<file path="config.mk">
export PLATFORM = sky130hd
export DESIGN_NAME = parking_radar_frame_zone_classifier
export DESIGN_NICKNAME = d
export VERILOG_FILES = /design/src/rtl/prfzc_pkg.sv /design/src/rtl/parking_radar_frame_zone_classifier.sv /design/src/rtl/prfzc_alu.sv /design/src/rtl/prfzc_frame_rx.sv
export SDC_FILE = /design/constraint.sdc
export NUM_CORES = 1
export LEC_CHECK = 0
export ABC_AREA = 1
export BUFFER_PORTS_ARGS = -buffer_cell sky130_fd_sc_hd__clkbuf_2
export CELL_PAD_IN_SITES_DETAIL_PLACEMENT = 1
export CELL_PAD_IN_SITES_GLOBAL_PLACEMENT = 1
export CORE_UTILIZATION = 48
export DETAILED_ROUTE_END_ITERATION = 8
export PLACE_DENSITY_LB_ADDON = 0.15
export REMOVE_ABC_BUFFERS = 1
export SETUP_SLACK_MARGIN = 0.1
export SYNTH_ARGS = -nofsm -noshare
export SYNTH_HDL_FRONTEND = slang
export SYNTH_SLANG_ARGS = --single-unit
</file>
<file path="constraint.sdc">
create_clock -name clock -period 6.4 [get_ports clock]
set_input_delay 0.64 -clock clock [delete_from_list [all_inputs] [get_ports clock]]
set_output_delay 0.64 -clock clock [all_outputs]
set_load 0.005 [all_outputs]
</file>
<file path="src/rtl/prfzc_pkg.sv">
`timescale 1ns / 1ps
// -----------------------------------------------------------------------------
// prfzc_pkg
// Shared types, constants and the probe byte maps of the parking radar
// frame zone classifier.
// -----------------------------------------------------------------------------
package prfzc_pkg;

   // number of display positions and width of the position counter
   localparam int POSITIONS = 8;
   localparam int CNT_W     = (POSITIONS > 1) ? $clog2(POSITIONS) : 1;

   // frame layout
   localparam logic [7:0] HEADER_BYTE = 8'h55;
   localparam logic [3:0] STATUS_IDX  = 4'd13;
   localparam logic [3:0] CHECK_IDX   = 4'd14;
   localparam logic [3:0] NO_FRAME    = 4'd15;

   // status bits of frame byte 13
   localparam int FRONT_BIT   = 0;
   localparam int REAR_BIT    = 1;
   localparam int REVERSE_BIT = 2;
   localparam int SPEED_BIT   = 3;

   // reset values
   localparam logic [7:0]  MIN_START     = 8'hFD;
   localparam logic [7:0]  DIST_RESET    = 8'd150;
   localparam logic [7:0]  LIMIT_RESET   = 8'd150;
   localparam logic [31:0] ORDER_RESET   = 32'h8765_4321;
   localparam logic        VARIANT_RESET = 1'b0;

   // floor(x / 3) for x below 512 as (x * 683) >> 11
   localparam logic [9:0] THIRD_MUL   = 10'd683;
   localparam int         THIRD_SHIFT = 11;

   // configuration register indexes
   typedef enum logic [1:0] {
      REG_LIMIT   = 2'd0,
      REG_ORDER   = 2'd1,
      REG_VARIANT = 2'd2
   } reg_index_type;

   // alarm zones
   typedef enum logic [2:0] {
      ZONE_MUTE   = 3'd0,
      ZONE_RED    = 3'd1,
      ZONE_YELLOW = 3'd2,
      ZONE_GREEN  = 3'd3,
      ZONE_BLANK  = 3'd4
   } zone_type;

   // shared unit operations
   typedef enum logic {
      OP_MIN   = 1'b0,
      OP_THIRD = 1'b1
   } alu_op_type;

   typedef struct packed {
      alu_op_type op;
      logic [8:0] a;
      logic [7:0] b;
   } alu_cmd_type;

   typedef struct packed {
      logic       flag;
      logic [7:0] value;
   } alu_res_type;

   // frame receiver event toward the sequencer
   typedef struct packed {
      logic done;
      logic good;
   } frame_evt_type;

   // frame byte index for a probe number; 0 means no match
   function automatic logic [3:0] probe_index(input logic variant, input logic [3:0] probe);
      logic [3:0] idx;
      idx = 4'd0;
      if (!variant) begin
         case (probe)
            4'd1: idx = 4'd5;
            4'd2: idx = 4'd6;
            4'd3: idx = 4'd12;
            4'd4: idx = 4'd7;
            4'd5: idx = 4'd1;
            4'd6: idx = 4'd4;
            4'd7: idx = 4'd2;
            4'd8: idx = 4'd3;
            default: idx = 4'd0;
         endcase
      end else begin
         case (probe)
            4'd1:  idx = 4'd5;
            4'd2:  idx = 4'd6;
            4'd3:  idx = 4'd7;
            4'd4:  idx = 4'd8;
            4'd5:  idx = 4'd9;
            4'd6:  idx = 4'd10;
            4'd7:  idx = 4'd11;
            4'd8:  idx = 4'd1;
            4'd9:  idx = 4'd2;
            4'd10: idx = 4'd3;
            default: idx = 4'd0;
         endcase
      end
      return idx;
   endfunction

endpackage

</file>
<file path="src/rtl/parking_radar_frame_zone_classifier.sv">
`timescale 1ns / 1ps
// Timing: bytes 0 to 13 are taken without stall and give no item. After byte 14 of a
// good frame each position is read and then updated, the thresholds are checked one
// after another, then one item a cycle is loaded while the result channel does not stall;
// a rejected frame gives its item through the fail state once the output register is free.
// Input is stalled from frame end until the last item of that frame is loaded.
// Reset: synchronous; no frame open, distances 150, announced zone blank, registers at defaults.
// -----------------------------------------------------------------------------
// parking_radar_frame_zone_classifier
// Checks radar serial frames, maps probe bytes onto display positions, finds
// the minimum distance and classifies the alarm zone with one shared unit.
// -----------------------------------------------------------------------------
module parking_radar_frame_zone_classifier (
   input  logic        clock,
   input  logic        reset,
   // input item channel
   input  logic        req_valid,
   output logic        req_stall,
   input  logic [7:0]  req_rx_byte,
   input  logic        req_frame_start,
   // result item channel
   output logic        rsp_valid,
   input  logic        rsp_stall,
   output logic        rsp_frame_ok,
   output logic [2:0]  rsp_position,
   output logic [7:0]  rsp_distance,
   output logic [7:0]  rsp_min_distance,
   output logic [2:0]  rsp_zone,
   output logic        rsp_zone_changed,
   output logic        rsp_front_door_open,
   output logic        rsp_rear_door_open,
   output logic        rsp_reversing,
   output logic        rsp_speed_low,
   output logic        rsp_last,
   // configuration write channel
   input  logic        csr_valid,
   output logic        csr_ready,
   input  logic [1:0]  csr_index,
   input  logic [31:0] csr_wdata
);

   localparam int P = prfzc_pkg::POSITIONS;
   localparam int W = prfzc_pkg::CNT_W;

   typedef enum logic [10:0] {
      S_IDLE = 11'b000_0000_0001,
      S_RD   = 11'b000_0000_0010,
      S_WR   = 11'b000_0000_0100,
      S_T1   = 11'b000_0000_1000,
      S_C1   = 11'b000_0001_0000,
      S_T2   = 11'b000_0010_0000,
      S_C2   = 11'b000_0100_0000,
      S_C3   = 11'b000_1000_0000,
      S_EMIT = 11'b001_0000_0000,
      S_OUT  = 11'b010_0000_0000,
      S_FAIL = 11'b100_0000_0000
   } state_type;

   state_type state_ff, state_in;

   logic [7:0]  limit_ff;
   logic [31:0] order_ff;
   logic        variant_ff;

   logic [W-1:0] cnt_ff, cnt_in;
   logic [7:0]   min_ff, min_in;
   logic [7:0]   thr_ff, thr_in;
   logic         match_ff, match_in;
   logic [2:0]   zone_ff, zone_in;
   logic [2:0]   announced_ff, announced_in;
   logic         chg_ff, chg_in;
   logic [7:0]   dist_ff [P];

   logic         dist_we;
   logic [7:0]   dist_new;
   logic [3:0]   rd_addr;
   logic [7:0]   rd_data;
   logic [3:0]   status;
   logic         mute;
   logic         cnt_last;
   logic         accept;
   logic         out_free;
   logic         load_ok;
   logic         load_fail;

   prfzc_pkg::frame_evt_type evt;
   prfzc_pkg::alu_cmd_type   alu_cmd;
   prfzc_pkg::alu_res_type   alu_res;

   // output register
   logic        rsp_valid_ff;
   logic        rsp_ok_ff;
   logic [2:0]  rsp_pos_ff;
   logic [7:0]  rsp_dist_ff;
   logic [7:0]  rsp_min_ff;
   logic [2:0]  rsp_zone_ff;
   logic        rsp_chg_ff;
   logic [3:0]  rsp_status_ff;
   logic        rsp_last_ff;

   assign accept    = req_valid && !req_stall;
   assign req_stall = (state_ff != S_IDLE);
   assign csr_ready = 1'b1;
   assign out_free  = !rsp_valid_ff || !rsp_stall;
   assign cnt_last  = (cnt_ff == W'(P - 1));
   assign mute      = status[prfzc_pkg::FRONT_BIT] || status[prfzc_pkg::REAR_BIT] ||
                      !status[prfzc_pkg::SPEED_BIT];

   // configuration registers
   always_ff @(posedge clock) begin
      if (reset) begin
         limit_ff   <= prfzc_pkg::LIMIT_RESET;
         order_ff   <= prfzc_pkg::ORDER_RESET;
         variant_ff <= prfzc_pkg::VARIANT_RESET;
      end else if (csr_valid && csr_ready) begin
         case (csr_index)
            prfzc_pkg::REG_LIMIT:   limit_ff   <= csr_wdata[7:0];
            prfzc_pkg::REG_ORDER:   order_ff   <= csr_wdata;
            prfzc_pkg::REG_VARIANT: variant_ff <= csr_wdata[0];
            default: ;
         endcase
      end
   end

   prfzc_frame_rx u_frame_rx (
      .clock       (clock),
      .reset       (reset),
      .accept      (accept),
      .rx_byte     (req_rx_byte),
      .frame_start (req_frame_start),
      .rd_addr     (rd_addr),
      .rd_data     (rd_data),
      .status      (status),
      .evt         (evt)
   );

   prfzc_alu u_alu (
      .cmd (alu_cmd),
      .res (alu_res)
   );

   // byte index of the probe shown at the current position
   assign rd_addr  = prfzc_pkg::probe_index(variant_ff, order_ff[cnt_ff*4 +: 4]);
   assign dist_new = match_ff ? rd_data : dist_ff[cnt_ff];

   // drive the shared unit from the current step
   always_comb begin
      alu_cmd.op = prfzc_pkg::OP_MIN;
      alu_cmd.a  = {1'b0, min_ff};
      alu_cmd.b  = thr_ff;
      case (state_ff)
         S_WR: begin
            alu_cmd.a = {1'b0, dist_new};
            alu_cmd.b = min_ff;
         end
         S_T1: begin
            alu_cmd.op = prfzc_pkg::OP_THIRD;
            alu_cmd.a  = {1'b0, limit_ff};
         end
         S_T2: begin
            alu_cmd.op = prfzc_pkg::OP_THIRD;
            alu_cmd.a  = {limit_ff, 1'b0};
         end
         S_C3: begin
            alu_cmd.b = limit_ff;
         end
         default: ;
      endcase
   end

   // sequencer
   always_comb begin
      state_in     = state_ff;
      cnt_in       = cnt_ff;
      min_in       = min_ff;
      thr_in       = thr_ff;
      match_in     = match_ff;
      zone_in      = zone_ff;
      announced_in = announced_ff;
      chg_in       = chg_ff;
      dist_we      = 1'b0;
      load_ok      = 1'b0;
      load_fail    = 1'b0;
      case (state_ff)
         S_IDLE: begin
            if (evt.done) begin
               cnt_in   = '0;
               min_in   = prfzc_pkg::MIN_START;
               state_in = evt.good ? S_RD : S_FAIL;
            end
         end
         S_RD: begin
            match_in = (rd_addr != 4'd0);
            state_in = S_WR;
         end
         S_WR: begin
            dist_we = 1'b1;
            min_in  = alu_res.value;
            if (cnt_last) begin
               if (mute) begin
                  zone_in  = prfzc_pkg::ZONE_MUTE;
                  state_in = S_EMIT;
               end else begin
                  state_in = S_T1;
               end
            end else begin
               cnt_in   = cnt_ff + W'(1);
               state_in = S_RD;
            end
         end
         S_T1: begin
            thr_in   = alu_res.value;
            state_in = S_C1;
         end
         S_C1: begin
            if (alu_res.flag) begin
               zone_in  = prfzc_pkg::ZONE_RED;
               state_in = S_EMIT;
            end else begin
               state_in = S_T2;
            end
         end
         S_T2: begin
            thr_in   = alu_res.value;
            state_in = S_C2;
         end
         S_C2: begin
            if (alu_res.flag) begin
               zone_in  = prfzc_pkg::ZONE_YELLOW;
               state_in = S_EMIT;
            end else begin
               state_in = S_C3;
            end
         end
         S_C3: begin
            zone_in  = alu_res.flag ? prfzc_pkg::ZONE_GREEN : prfzc_pkg::ZONE_BLANK;
            state_in = S_EMIT;
         end
         S_EMIT: begin
            chg_in       = (zone_ff != announced_ff);
            announced_in = zone_ff;
            cnt_in       = '0;
            state_in     = S_OUT;
         end
         S_OUT: begin
            if (out_free) begin
               load_ok = 1'b1;
               if (cnt_last) begin
                  state_in = S_IDLE;
               end else begin
                  cnt_in = cnt_ff + W'(1);
               end
            end
         end
         S_FAIL: begin
            if (out_free) begin
               load_fail = 1'b1;
               state_in  = S_IDLE;
            end
         end
         default: begin
            state_in = S_IDLE;
         end
      endcase
   end

   always_ff @(posedge clock) begin
      if (reset) begin
         state_ff     <= S_IDLE;
         cnt_ff       <= '0;
         announced_ff <= prfzc_pkg::ZONE_BLANK;
      end else begin
         state_ff     <= state_in;
         cnt_ff       <= cnt_in;
         announced_ff <= announced_in;
      end
   end

   always_ff @(posedge clock) begin
      min_ff   <= min_in;
      thr_ff   <= thr_in;
      match_ff <= match_in;
      zone_ff  <= zone_in;
      chg_ff   <= chg_in;
   end

   // position distances
   always_ff @(posedge clock) begin
      if (reset) begin
         for (int i = 0; i < P; i++) begin
            dist_ff[i] <= prfzc_pkg::DIST_RESET;
         end
      end else if (dist_we) begin
         dist_ff[cnt_ff] <= dist_new;
      end
   end

   // load and drain the output register
   always_ff @(posedge clock) begin
      if (reset) begin
         rsp_valid_ff <= 1'b0;
      end else if (load_ok || load_fail) begin
         rsp_valid_ff <= 1'b1;
      end else if (!rsp_stall) begin
         rsp_valid_ff <= 1'b0;
      end
   end

   always_ff @(posedge clock) begin
      if (load_ok) begin
         rsp_ok_ff     <= 1'b1;
         rsp_pos_ff    <= 3'(cnt_ff);
         rsp_dist_ff   <= dist_ff[cnt_ff];
         rsp_min_ff    <= min_ff;
         rsp_zone_ff   <= zone_ff;
         rsp_chg_ff    <= chg_ff;
         rsp_status_ff <= status;
         rsp_last_ff   <= cnt_last;
      end else if (load_fail) begin
         rsp_ok_ff     <= 1'b0;
         rsp_pos_ff    <= 3'd0;
         rsp_dist_ff   <= 8'd0;
         rsp_min_ff    <= 8'd0;
         rsp_zone_ff   <= prfzc_pkg::ZONE_MUTE;
         rsp_chg_ff    <= 1'b0;
         rsp_status_ff <= 4'd0;
         rsp_last_ff   <= 1'b1;
      end
   end

   assign rsp_valid           = rsp_valid_ff;
   assign rsp_frame_ok        = rsp_ok_ff;
   assign rsp_position        = rsp_pos_ff;
   assign rsp_distance        = rsp_dist_ff;
   assign rsp_min_distance    = rsp_min_ff;
   assign rsp_zone            = rsp_zone_ff;
   assign rsp_zone_changed    = rsp_chg_ff;
   assign rsp_front_door_open = rsp_status_ff[prfzc_pkg::FRONT_BIT];
   assign rsp_rear_door_open  = rsp_status_ff[prfzc_pkg::REAR_BIT];
   assign rsp_reversing       = rsp_status_ff[prfzc_pkg::REVERSE_BIT];
   assign rsp_speed_low       = rsp_status_ff[prfzc_pkg::SPEED_BIT];
   assign rsp_last            = rsp_last_ff;

   // a rejected frame gives a single zeroed item
   a_fail_item: assert property (@(posedge clock) disable iff (reset)
      rsp_valid && !rsp_frame_ok |-> rsp_last && rsp_position == 3'd0 &&
                                     rsp_distance == 8'd0 && rsp_zone == 3'd0)
      else $error("rejected frame item is not a zeroed last item");

   // minimum never exceeds its start value
   a_min_cap: assert property (@(posedge clock) disable iff (reset)
      rsp_valid && rsp_frame_ok |-> rsp_min_distance <= prfzc_pkg::MIN_START)
      else $error("minimum distance above cap");

   // a checked frame starts the position walk
   a_good_start: assert property (@(posedge clock) disable iff (reset)
      state_ff == S_IDLE && evt.done && evt.good |=> state_ff == S_RD && cnt_ff == '0)
      else $error("good frame did not start the position walk");

   // the announced zone follows the classified zone
   a_announce: assert property (@(posedge clock) disable iff (reset)
      state_ff == S_EMIT |=> announced_ff == zone_ff && state_ff == S_OUT)
      else $error("announced zone not updated");

   // the mute rule wins over distance classification
   a_mute: assert property (@(posedge clock) disable iff (reset)
      rsp_valid && rsp_frame_ok && (rsp_front_door_open || rsp_rear_door_open ||
                                    !rsp_speed_low) |-> rsp_zone == 3'd0)
      else $error("zone not muted");

endmodule

</file>
<file path="src/rtl/prfzc_alu.sv">
`timescale 1ns / 1ps
// -----------------------------------------------------------------------------
// prfzc_alu
// Shared arithmetic unit: minimum with less-or-equal flag, and divide by
// three through a reciprocal multiply.
// -----------------------------------------------------------------------------
module prfzc_alu (
   input  prfzc_pkg::alu_cmd_type cmd,
   output prfzc_pkg::alu_res_type res
);

   logic [18:0] prod;
   logic [18:0] shifted;
   logic        le;

   // reciprocal multiply for floor(a / 3)
   assign prod    = 19'(cmd.a) * 19'(prfzc_pkg::THIRD_MUL);
   assign shifted = prod >> prfzc_pkg::THIRD_SHIFT;

   // one comparator serves both minimum search and threshold checks
   assign le = (cmd.a[7:0] <= cmd.b);

   always_comb begin
      case (cmd.op)
         prfzc_pkg::OP_MIN: begin
            res.flag  = le;
            res.value = le ? cmd.a[7:0] : cmd.b;
         end
         prfzc_pkg::OP_THIRD: begin
            res.flag  = 1'b0;
            res.value = shifted[7:0];
         end
         default: begin
            res.flag  = 1'b0;
            res.value = 8'd0;
         end
      endcase
   end

endmodule

</file>
<file path="src/rtl/prfzc_frame_rx.sv">
`timescale 1ns / 1ps
// -----------------------------------------------------------------------------
// prfzc_frame_rx
// Frame byte capture: byte counter, running checksum, header check, status
// capture and the frame byte memory with a registered read port.
// -----------------------------------------------------------------------------
module prfzc_frame_rx (
   input  logic                     clock,
   input  logic                     reset,
   input  logic                     accept,
   input  logic [7:0]               rx_byte,
   input  logic                     frame_start,
   input  logic [3:0]               rd_addr,
   output logic [7:0]               rd_data,
   output logic [3:0]               status,
   output prfzc_pkg::frame_evt_type evt
);

   logic [3:0] byte_pos_ff, byte_pos_in;
   logic [7:0] sum_ff, sum_in;
   logic       hdr_ok_ff;
   logic [3:0] status_ff;
   logic [7:0] rd_data_ff;
   logic [7:0] mem [16];
   logic       active;
   logic [3:0] pos;

   // effective byte index of this item
   assign active = frame_start || (byte_pos_ff != prfzc_pkg::NO_FRAME);
   assign pos    = frame_start ? 4'd0 : byte_pos_ff;

   // advance counter and checksum
   always_comb begin
      byte_pos_in = byte_pos_ff;
      sum_in      = frame_start ? 8'd0 : sum_ff;
      if (accept && active) begin
         if (pos < prfzc_pkg::CHECK_IDX) begin
            byte_pos_in = pos + 4'd1;
            if (pos != 4'd0) begin
               sum_in = sum_in + rx_byte;
            end
         end else begin
            byte_pos_in = prfzc_pkg::NO_FRAME;
         end
      end else begin
         sum_in = sum_ff;
      end
   end

   always_ff @(posedge clock) begin
      if (reset) begin
         byte_pos_ff <= prfzc_pkg::NO_FRAME;
         sum_ff      <= 8'd0;
      end else begin
         byte_pos_ff <= byte_pos_in;
         sum_ff      <= sum_in;
      end
   end

   // hold header check and status nibble of the open frame
   always_ff @(posedge clock) begin
      if (accept && active && pos == 4'd0) begin
         hdr_ok_ff <= (rx_byte == prfzc_pkg::HEADER_BYTE);
      end
      if (accept && active && pos == prfzc_pkg::STATUS_IDX) begin
         status_ff <= rx_byte[3:0];
      end
   end

   // frame byte memory
   always_ff @(posedge clock) begin
      if (accept && active) begin
         mem[pos] <= rx_byte;
      end
      rd_data_ff <= mem[rd_addr];
   end

   assign rd_data  = rd_data_ff;
   assign status   = status_ff;
   assign evt.done = accept && active && (pos == prfzc_pkg::CHECK_IDX);
   assign evt.good = hdr_ok_ff && (rx_byte == sum_ff);

endmodule

</file>
# Word level (Yosys, flattened, before mapping)
# Memories as Yosys holds them, arrays and structs flattened. A register that Yosys moved wholly into a read port is not among the register bits.
# Index checks and enable logic that the tools add are counted.
# classes
n_addsub	3
n_mul	1
magnitude_cmp	2
eq_ne	30
shifts	1
mux	64
bitwise_logic	1
n_reduce_logical	32
# ops
cell	count
case mux 11 bit (11 select lines)	1
two-way mux 8 bit	10
two-way mux 11 bit	6
two-way mux 3 bit	14
case mux 8 bit (2 select lines)	2
variable part select 32 x 6 -> 4 bit	1
two-way mux 9 bit	3
case mux 9 bit (3 select lines)	1
case mux 3 bit (4 select lines)	2
two-way mux 4 bit	5
multiplier 9 x 10 -> 19 bit (second input constant)	1
two-way mux 1 bit	19
case mux 9 bit (2 select lines)	1
inequality test 2 bit (second input constant)	8
nonzero test 4 bit	4
equality test 11 x 1 -> 1 bit (second input constant)	1
equality test 11 x 10 -> 1 bit (second input constant)	1
equality test 11 bit (second input constant)	1
equality test 11 x 2 -> 1 bit (second input constant)	1
equality test 11 x 3 -> 1 bit (second input constant)	1
equality test 11 x 4 -> 1 bit (second input constant)	1
equality test 11 x 5 -> 1 bit (second input constant)	1
equality test 11 x 6 -> 1 bit (second input constant)	1
equality test 11 x 7 -> 1 bit (second input constant)	1
other kinds (30)	47
# word_totals
register_bits	126
mem_bits_rw	192
romBits	128
input_bits	48
out_inout_bits	32
elab_cells	162
mem_count	4
# memory_table
memory	words	word_bits	read_ports	rd_ports_with_merged_regs	wr	line	text
u_frame_rx.mem	16	8	1	1	1	prfzc_frame_rx.sv:24	logic [7:0] mem [16];
(name not given)	16	4	1	0	0	prfzc_pkg.sv:80	case (probe)
(name not given)	16	4	1	0	0	prfzc_pkg.sv:92	case (probe)
dist_ff	8	8	1	1	8	parking_radar_frame_zone_classifier.sv:72	logic [7:0] dist_ff [P];

# Depth between registers and ports, before layout
# depth
ltp_word	9
mapped_depth	29
ltp_nobuf	27

# Cells and area by module
# From an unflattened synthesis, not the netlist that was laid out.
# hier_totals
hier_cells	1859
hier_area_um2	16908.7
# modules_own_cells
module	instances	cells_per_inst	area_per_inst_um2	seq_area_each_um2
parking_radar_frame_zone_classifier	1	961	8281.7	4654.5
prfzc_frame_rx	1	595	6577.6	4274.1
prfzc_alu	1	303	2049.5	0.0

# Worst setup path before layout
# Ideal clock, no wire load.
# synth_path
path_type	reg2reg
startpoint	reg (tool-made name)
endpoint	reg min_ff[6], data pin
setup_time_ps	271
arrival_ps	4904
t_required_ps	6129
slack_ps	1225
path_stages_with_launch	23
n_path_buf	2
period_less_slack_ps	5175
path_cell_list	dfxtp_1 > inv_1 > buf_4 > buf_2 > nor2_1 > o22ai_1 > nand2_1 > a31oi_1 > clkinv_1 > o21ai_0 > ha_1 > inv_1 > fa_1 > fa_1 > fa_1 > inv_1 > ha_1 > a21oi_1 > o21ai_0 > a221oi_1 > nand3_1 > nand3_1 > nand3_1
# synth_rtl
element	line	text
end signal: assignment	parking_radar_frame_zone_classifier.sv:280	min_ff <= min_in;
end: declaration	parking_radar_frame_zone_classifier.sv:66	logic [7:0] min_ff, min_in;

# Worst setup path after layout
# layout_path
startpoint	reg state_ff[9]
endpoint	reg min_ff[6], data pin
# layout_between
elab_chain_cells	6
elab_cells_between_ends	15
cone_classes	mul (1); order compare (1); eq/ne (5); mux (6); bitwise (1); reduce/logical (1)
# layout_rtl
element	line	text
start: declaration	parking_radar_frame_zone_classifier.sv:59	state_type state_ff, state_in;
start signal: assignment	parking_radar_frame_zone_classifier.sv:273	state_ff <= state_in;
branches (longest 5 deep; another with multiplier 9 x 10 -> 19 bit)	--	
case mux 8 bit (2 select lines) *	parking_radar_frame_zone_classifier.sv:184	case (state_ff)
# Every way passes the cells marked *.
# A chain may end at the register's enable or synchronous reset.

==> metrics.md <==
| Metric | Value |
|---|---|
| Status | completed |
| Synth unique cells | 55 |
| Synth top area share | 0.427 |
| Max_cap viols | 0 |
| Leak | 0.00821 uW |
| Final cycle utilization of the critical path | 0.921 |
| Post-CTS Setup Inserts | 0 |
| IO buf count | 78 |
| Vias in the first global route | 14200 |
| WL/cell | 21.0 um |
| Syn avg cell area | 9.07 um^2 |
| Post-DP HPWL | 34800 um |
| Crit end category | flip-flop |
| First-pass GRT wire length | 80000 um |
| Tmin final | 5890 ps |
| Area Overhead vs Synth | 12.3% |
| DIE HEIGHT | 190 um |
| Finished Core Util | 0.550 |
| TritonCTS clock tree | yes |
| Inst Count DP | 2359 |
| Cell taking the most area after synthesis | edfxtp_1 |
| Compound-Gate Fraction of Synth Area | 0.0899 |
| Share of layout cells above drive strength 1 | 0.106 |
| HP Class | primary input to flip-flop |
| Ant. Diodes | 0 |
| First-pass DRT Iterations | 6 |
| DR vias | 13600 |
| Simple-gate share of the synthesized area | 0.223 |
| RSZ-0062 raised after global routing | false |
| WS Path Type | flip-flop to flip-flop |
| Die Span X | 190 um |
| Initial cell density of the core | 0.490 |
| Max Fanout on Critical Path | 11 |
| Core box area | 0.0347 mm^2 |
| Largest net degree at the start of global routing | 66 |
| Clock power frac | 0.332 |
| Remaining global-route overflow | 0 |
| Placed Area | 0.0178 mm^2 |
| Reg power frac | 0.365 |
| Multi-input logic area | 0.00669 mm^2 |
| Int Pwr | 4390 uW |
| I/O pin cnt | 80 |
| Layout fillers | 4003 |
| Main synth FF type | edfxtp_1 |
| Met1 Use GR | 0.410 |
| Slew Viols, Final | 0 |
| Critical path required time | 6680 ps |
| DRC violations left | 0 |
| DR iter-0 viols | 1043 |
| PD cells | 359 mW/mm^2 |
| Initial antenna violation count | 0 |
| Power share of the combinational group | 0.303 |
| Clock Pin Slew Worst Setup and Hold Paths | 60 ps |
| Post-synth ARST share | 0 |
| Switch share | 0.359 |
| Register bit total from synthesis | 325 |
| Final Cell Area | 0.0191 mm^2 |
| TritonCTS Buffers | 37 |
| Headroom to the max-slew limit | 0.203 |
| Sum Neg Setup Slack | 0 ps |
| Finished Layout Cells | 2427 |
| Max Clock Skew | 17.8 ps |
| Die area | 0.0362 mm^2 |
| Worst slew pin tran | 1190 ps |
| Final hold vios | 0 |
| Nets@finish | 2079 |
| Arr. time, crit path | 6170 ps |
| Top post-synthesis cells by area | edfxtp_1, dfxtp_1, nand2_1 |
| Root Driver | clkbuf_16 |
| Clock Sinks | 325 |
| Sequential cell area fraction in the yosys report | 0.525 |
| Routability congestion estimate | 0.896 |
| Number of vias per cell | 5.62 |
| Post-synthesis mux area share | 0 |
| Max Root-Sink Buffers | 3 |
| Setup Viol. Count Final | 0 |
| Clk_lat worst skew | 550 ps |
| WHS | 322 ps |
| Max Fclk | 170 MHz |
| Reg area | 0.00893 mm^2 |
| GRT Util Overall | 0.288 |
| Main combinational cell family by area after synthesis | simple AND/OR/NAND/NOR gates |
| Antenna Violating Nets Remaining | 0 |
| Post-Synthesis Cells | 1875 |
| VDD IR max | 0.000224 V |
| H-tree depth | 2 |
| Row Count | 68 |
| Gr busiest metal | met2 |
| CP Launch Type | flip-flop |
| Post-synthesis adder-cell area fraction | 0.0740 |
| Grt met2 use | 0.456 |
| Post-Syn Area | 0.0170 mm^2 |
| Yosys warns | 0 |
| WL final | 50900 um |
| Post-synth EDFFs | 242 |
| Psw | 2460 uW |
| Xor-xnor portion of the synthesized cell area | 0.00464 |
| Met3 Usage GRT | 0.0387 |
sequential cells by signal, summed over array words and instances, names as in the netlist, 2 cells and up, named ones only:
name / flops
rsp_min_distance: 8
announced_ff: 3
zone_ff: 3
order_ff: 32
u_frame_rx.status: 2
rsp_zone: 3
min_ff: 8
rsp_position: 3
cnt_ff: 3
state_ff: 11
u_frame_rx.sum_ff: 8
u_frame_rx.byte_pos_ff: 4
thr_ff: 8
dist_ff: 64
u_frame_rx.mem: 126
rsp_status_ff: 4
limit_ff: 8
rsp_distance: 8
u_frame_rx.rd_data: 8
power by group through the flow:
stage | clock network [uW] | logic (uW) | registers [uW]
after CTS | 2290 | 2080 | 2500
after detailed placement | 0 | 2060 | 2540
after global routing | 2360 | 2300 | 2510
after floorplan | 0 | 1310 | 2530
after global placement | 0 | 2000 | 2540
final | 2280 | 2080 | 2500
Yosys cell counts, drive strengths merged, types with 2 or more instances:
master and n:
a211oi 5, a21boi 4, a21oi 81, a221oi 5, a22oi 3, a31oi 8
buf 39, clkbuf 31, clkinv 6, dfxtp 83, edfxtp 242, fa 21
ha 67, inv 274, nand2 385, nand3 152, nand3b 66, nand4 11
nor2 202, nor3 14, nor3b 2, nor4 4, o2111ai 2, o211ai 17
o21a 3, o21ai 99, o21bai 3, o22ai 29, or2 4, xnor2 7
xor2 2
stage by stage:
stage          setup WS, ps  total power [uW]
2_1_floorplan           798              3840
3_3_place_gp            719              4540
3_5_place_dp            466              4600
4_1_cts                 407              6880
5_1_grt                 138              7180
6_report                506              6860
placed cells by master (no fill, tap or decap), drive strengths merged, types with 5 or more instances in the layout:
cell type,Yosys,final
nand2,385,385
nand3b,66,66
o21ai,99,99
clkbuf,31,132
dfxtp,83,83
o22ai,29,29
buf,39,21
xnor2,7,7
a221oi,5,5
nand4,11,11
a31oi,8,8
edfxtp,242,242
nor3,14,14
a211oi,5,5
ha,67,67
nor2,202,202
nand3,152,152
inv,274,276
fa,21,21
clkinv,6,13
a21oi,81,81
o211ai,17,17
path summary, 6_finish.rpt:
check / slack (ps) / cells after the start / startpoint / end
max: 510 / 22 / state_ff[9] / min_ff[6]
min: 320 / 3 / csr_wdata[24] / order_ff[24]
max reg2reg: 510 / 22 / state_ff[9] / min_ff[6]
min reg2reg: 470 / 2 / order_ff[14] / order_ff[14]
kinds of logic after synthesis:
kind of cell / after synthesis
xor gates and xnor gates: 9
DFF: 325
AOI/OAI and AO/OA: 261
buffers and inverters: 350
adders and majority gates: 88
and+or+nand+nor: 841
other: 1
critical path: stages, from the launching register on:
cell and delay (ps):
dfxtp_1 340, nor2_2 100, nand2_1 110, nor2_1 290, nand2_2 210, nand3_1 200
inv_1 160, a21oi_1 160, a21boi_0 360, inv_1 170, ha_1 330, inv_1 140
fa_1 500, fa_1 540, fa_1 560, inv_1 50, ha_1 310, a21oi_1 180
o21ai_0 160, a221oi_1 380, nand3_1 150, nand3_1 130, nand3_1 100
layer usage:
metal  routed length [um]  up-vias
li1                     -     6384
met1                23200     6759
met2                23200      414
met3                 3120       86
met4                 1340        0
met5                    0        -
cell type report:
cell class / instances / area share
inverters: 280 / 0.0552
well taps: 455 / 0.0298
repair buffers: 99 / 0.0287
clock buffers: 54 / 0.0588
multi-input cells: 1200 / 0.350
clock inverters: 14 / 0.00924
flip-flops and latches: 325 / 0.468
timing repair:
item / CTS / global route
endpoints found under the hold margin: 0 / 0
hold buffers: 0 / 0
gates resized for setup: 0 / 2
setup endpoints to repair: 0 / 12
Power figures use the tool's default switching activity.
